`config.mk`:
```
export PLATFORM = sky130hd
export DESIGN_NAME = q24a_div_step
export DESIGN_NICKNAME = d
export VERILOG_FILES = /design/src/design/q24a_div_step.sv
export SDC_FILE = /design/constraint.sdc
export NUM_CORES = 1
export LEC_CHECK = 0
export ABC_AREA = 1
export BUFFER_PORTS_ARGS = -buffer_cell sky130_fd_sc_hd__buf_2
export CAP_MARGIN = 25
export CORE_ASPECT_RATIO = 0.5
export CORE_MARGIN = 2
export CORE_UTILIZATION = 34
export DETAILED_ROUTE_END_ITERATION = 10
export REMOVE_ABC_BUFFERS = 1
export SYNTH_ARGS = -nofsm -noshare
export SYNTH_HDL_FRONTEND = slang
export SYNTH_SLANG_ARGS = --single-unit
export TNS_END_PERCENT = 5
```
`constraint.sdc`:
```
create_clock -name vclk -period 2.65
set_clock_uncertainty 0.15 [all_clocks]
set_input_delay 0.3975 -clock vclk [all_inputs]
set_output_delay 0.3975 -clock vclk [all_outputs]
set_load 0.05 [all_outputs]
```
`src/design/q24a_div_step.sv`:
```
// ----------------------------------------------------------------------------
// q24a_div_step
// One restoring division step: shift in a numerator bit, trial subtract.
// ----------------------------------------------------------------------------
`default_nettype none

module q24a_div_step #(
	parameter int W  = 32,
	parameter int NW = 41
) (
	input  logic [W-1:0]  rem,
	input  logic [W-1:0]  divisor,
	input  logic [NW-1:0] num,
	output logic [W-1:0]  rem_next,
	output logic [NW-1:0] num_next
);

	logic [W:0] trial;
	logic [W:0] diff;
	logic       fits;

	always_comb begin
		trial    = {rem, num[NW-1]};
		diff     = trial - {1'b0, divisor};
		fits     = (trial >= {1'b0, divisor});
		rem_next = fits ? diff[W-1:0] : trial[W-1:0];
		num_next = {num[NW-2:0], fits};
	end

endmodule

`default_nettype wire

```
==> key figures <==
Power and ir drop
  – Static leakage power: ~3.5 nW
  – Clock power frac: 0%
  – Internal power contribution: between 0.8 and 0.9 mW
  – Switching Fraction: approximately three fifths
  – Comb power frac: 100.0%
  – Worst voltage drop across the vdd grid: approximately 0.00014 V
  – Pwr Density: just over 300 mW/mm2
  – Fraction of power consumed by sequential logic: 0%
  – Net switching power: 1.13 mW
  – Pwr Total: roughly 1.9 mW

STA
  – Setup repair after global routing missed its margin: yes
  – Worst Tran Pin Value: ~230 ps
  – Total of endpoints with negative setup slack in the final report: 24
  – Number of hold violations in the final report: 0
  – Final critical delay including setup and external delays: 2700 ps
  – Final setup TNS: -558 ps
  – Number of max-slew violations in the final report: 0
  – Fmax achieved: around 370 MHz
  – Max-Slew Margin vs Limit: 84.6%
  – Part of the cycle the worst path needs: 102%
  – Crit path setup slack, layout: -52.4 ps

Final layout
  – Post-layout net count: between 1000 and 1500
  – Sequential cell count of the final layout: 0
  – Area added between synthesis and finish: 78.0%
  – Antenna cells: 0
  – Storage cell area: 0 um2
  – Area of the multi-input gates: ~0.0037 mm2
  – Layout cell share with drive strength beyond 1: around 52%
  – Fillcell total: approximately 900
  – Number of clock buffer instances in the layout: 0

Synth
  – Synthesized area divided by synthesized cell count: between 5 and 6 um2
  – Fraction of the yosys area taken by sequential cells: 0%
  – Unique masters post-synth: 30
  – Warning count from the yosys run: 0
  – Post-Synthesis Cells: roughly 690
  – Post-synthesis instance area: 0.00350 mm2

Worst setup path
  – Largest fanout on the critical path: 7
  – Launching element type of the critical path: input port
  – Critical Path Sink Type: primary output
  – Setup crit start: rem[1]
  – CP Class: input port to primary output
  – Data required time of the critical path: ~2100 ps
  – Arrival @ worst endpoint: 2150 ps

Placement
  – Half-perimeter wire length of the detailed placement result: approximately 11000 um
  – Global placer's final weighted congestion: 0.909
  – Number of buffer cells added on primary ports: between 90 and 100

Hold path
  – Startpoint of the worst hold path: num[6]
  – Min-Delay Path Class: input port to primary output

Outcome
  – Failing checks: negative setup slack
  – Outcome: finished, violations left

Drt
  – Detailed-route via count: 4852
  – Routed wire length: roughly 16000 um
  – Met3 routed WL: between 1500 and 2000 um
  – Vias per inst: around 4.8
  – Drt first-iter violations: just under 300
  – Wl on met1: between 7000 and 8000 um
  – Post-route ant nets: 0
  – Post-DR wirelength/cell: approximately 16 um
  – Wire length on met2: about 7000 um
  – DRC: 0
  – Highest metal used: met5
  – Number of iterations in the first detailed-routing pass: 5

Floorplan
  – Horizontal die dimension: ~150 um
  – Core Rows: 26
  – Die Y: approximately 76 um
  – Floorplan core area: about 0.010 mm2
  – Total I/O pin count: 178
  – DIE AREA: 0.0112 mm2
  – Initial core utilization: 34.6%

Run
  – Max cap viols: 0

Global route
  – Global Route Usage Sum: roughly a quarter
  – Wire length of the first global-routing pass: 21500 um
  – Largest net degree at the start of global routing: 17
  – Overflow after GRT: 0
  – Number of antenna violations at the first check in global routing: 0
  – Vias in the first global route: 4047

Clock network
  – Hold_buf cts: 0
==> placed cells by master, fill, tap and decap left out, types with 14 or more instances in the layout <==
cell type                 count
sky130_fd_sc_hd__nand2_1    207
sky130_fd_sc_hd__nand3_1     24
sky130_fd_sc_hd__inv_1      123
sky130_fd_sc_hd__nand2_2     64
sky130_fd_sc_hd__inv_2       28
sky130_fd_sc_hd__buf_6       33
sky130_fd_sc_hd__buf_4      102
sky130_fd_sc_hd__nand3_2     40
sky130_fd_sc_hd__ha_4        32
sky130_fd_sc_hd__buf_2       61
sky130_fd_sc_hd__nor2_4      14
==> cells in the mapped netlist, types with 3 or more instances <==
library cell | n | area share [%]
sky130_fd_sc_hd__xor2_1 | 13 | 3.3
sky130_fd_sc_hd__ha_1 | 32 | 11
sky130_fd_sc_hd__buf_4 | 41 | 8.8
sky130_fd_sc_hd__nor2_2 | 4 | 0.71
sky130_fd_sc_hd__nand3_2 | 16 | 4.6
sky130_fd_sc_hd__buf_2 | 7 | 1.0
sky130_fd_sc_hd__nand3b_1 | 10 | 2.1
sky130_fd_sc_hd__inv_1 | 149 | 16
sky130_fd_sc_hd__a21oi_1 | 20 | 2.9
sky130_fd_sc_hd__nor2_1 | 35 | 3.8
sky130_fd_sc_hd__inv_2 | 3 | 0.32
sky130_fd_sc_hd__nand2_1 | 277 | 30
sky130_fd_sc_hd__nand2_2 | 3 | 0.54
sky130_fd_sc_hd__nor3_1 | 6 | 0.86
sky130_fd_sc_hd__nand3_1 | 52 | 7.4
sky130_fd_sc_hd__and2_1 | 8 | 1.4
==> worst max-delay path, cell delays in order <==
cell                        delay (ps)
sky130_fd_sc_hd__buf_2             130
sky130_fd_sc_hd__ha_4              260
sky130_fd_sc_hd__nand2_1            60
sky130_fd_sc_hd__nand2_1            80
sky130_fd_sc_hd__nand2_2            80
sky130_fd_sc_hd__nand2_1            50
sky130_fd_sc_hd__nand2_1            60
sky130_fd_sc_hd__nand3_2            90
sky130_fd_sc_hd__nand2_2           110
sky130_fd_sc_hd__nand2_2            80
sky130_fd_sc_hd__nand2_4           120
sky130_fd_sc_hd__buf_12            150
sky130_fd_sc_hd__clkbuf_16         180
sky130_fd_sc_hd__nand3_2            80
sky130_fd_sc_hd__nand2_2            70
sky130_fd_sc_hd__buf_6             150
==> power by group through the flow <==
stage          Combinational, mW  Sequential [mW]  Clock, mW
3_5_place_dp                1.39                0          0
4_1_cts                     1.64                0          0
6_report                    1.94                0          0
3_3_place_gp                1.38                0          0
2_1_floorplan              0.906                0          0
5_1_grt                     2.06                0          0
==> cell families after synthesis <==
group | share of synthesized area (%)
xor gates and xnor gates | 3.50
and+or+nand+nor | 53.5
buffers and inverters | 27.4
AOI/OAI and AO/OA | 3.61
adders and majority gates | 12.0
==> metal layers <==
layer | vias to the layer above | GRT usage (%)
met2 | 215 | 36.7
li1 | 2401 | -
met1 | 2206 | 35.9
met5 | - | 2.50
met3 | 28 | 9.64
met4 | 2 | 0.321
==> per-stage QoR <==
| stage | area (um2) | hold WS [ps] | instances | setup WS, ps | util (%) |
|---|---|---|---|---|---|
| after floorplan | 3110 | 645 | 642 | -1020 | - |
| after global routing | 6230 | 645 | 1003 | -144 | 61.6 |
| after CTS | 5220 | 645 | 989 | -81.9 | 51.6 |
| final | 6230 | 645 | 1003 | -52.4 | 61.6 |
| after detailed placement | 4510 | 645 | 977 | -376 | 44.5 |
| after global placement | 4510 | 645 | 977 | -372 | 44.5 |
==> what timing repair did <==
action                     in CTS  in global routing
hold endpoints to repair        0                  0
pin swaps                      11                 64
cloned                          5                  6
setup buffers                   7                  8
gates resized for setup       120                212
setup endpoints to repair      33                 33
==> final timing paths <==
| kind | to | slack (ps) | cells after the start |
|---|---|---|---|
| worst min-delay path | num_next[7] | 650 | 0 |
| worst max-delay path | rem_next[2] | -50 | 16 |
==> layout make-up <==
class,instances,share of cell area (%)
Tap cell,140,2.81
Inverter,152,9.20
Multi-Input combinational cell,496,59.1
Timing Repair Buffer,215,28.9
Power figures use the tool's default switching activity.
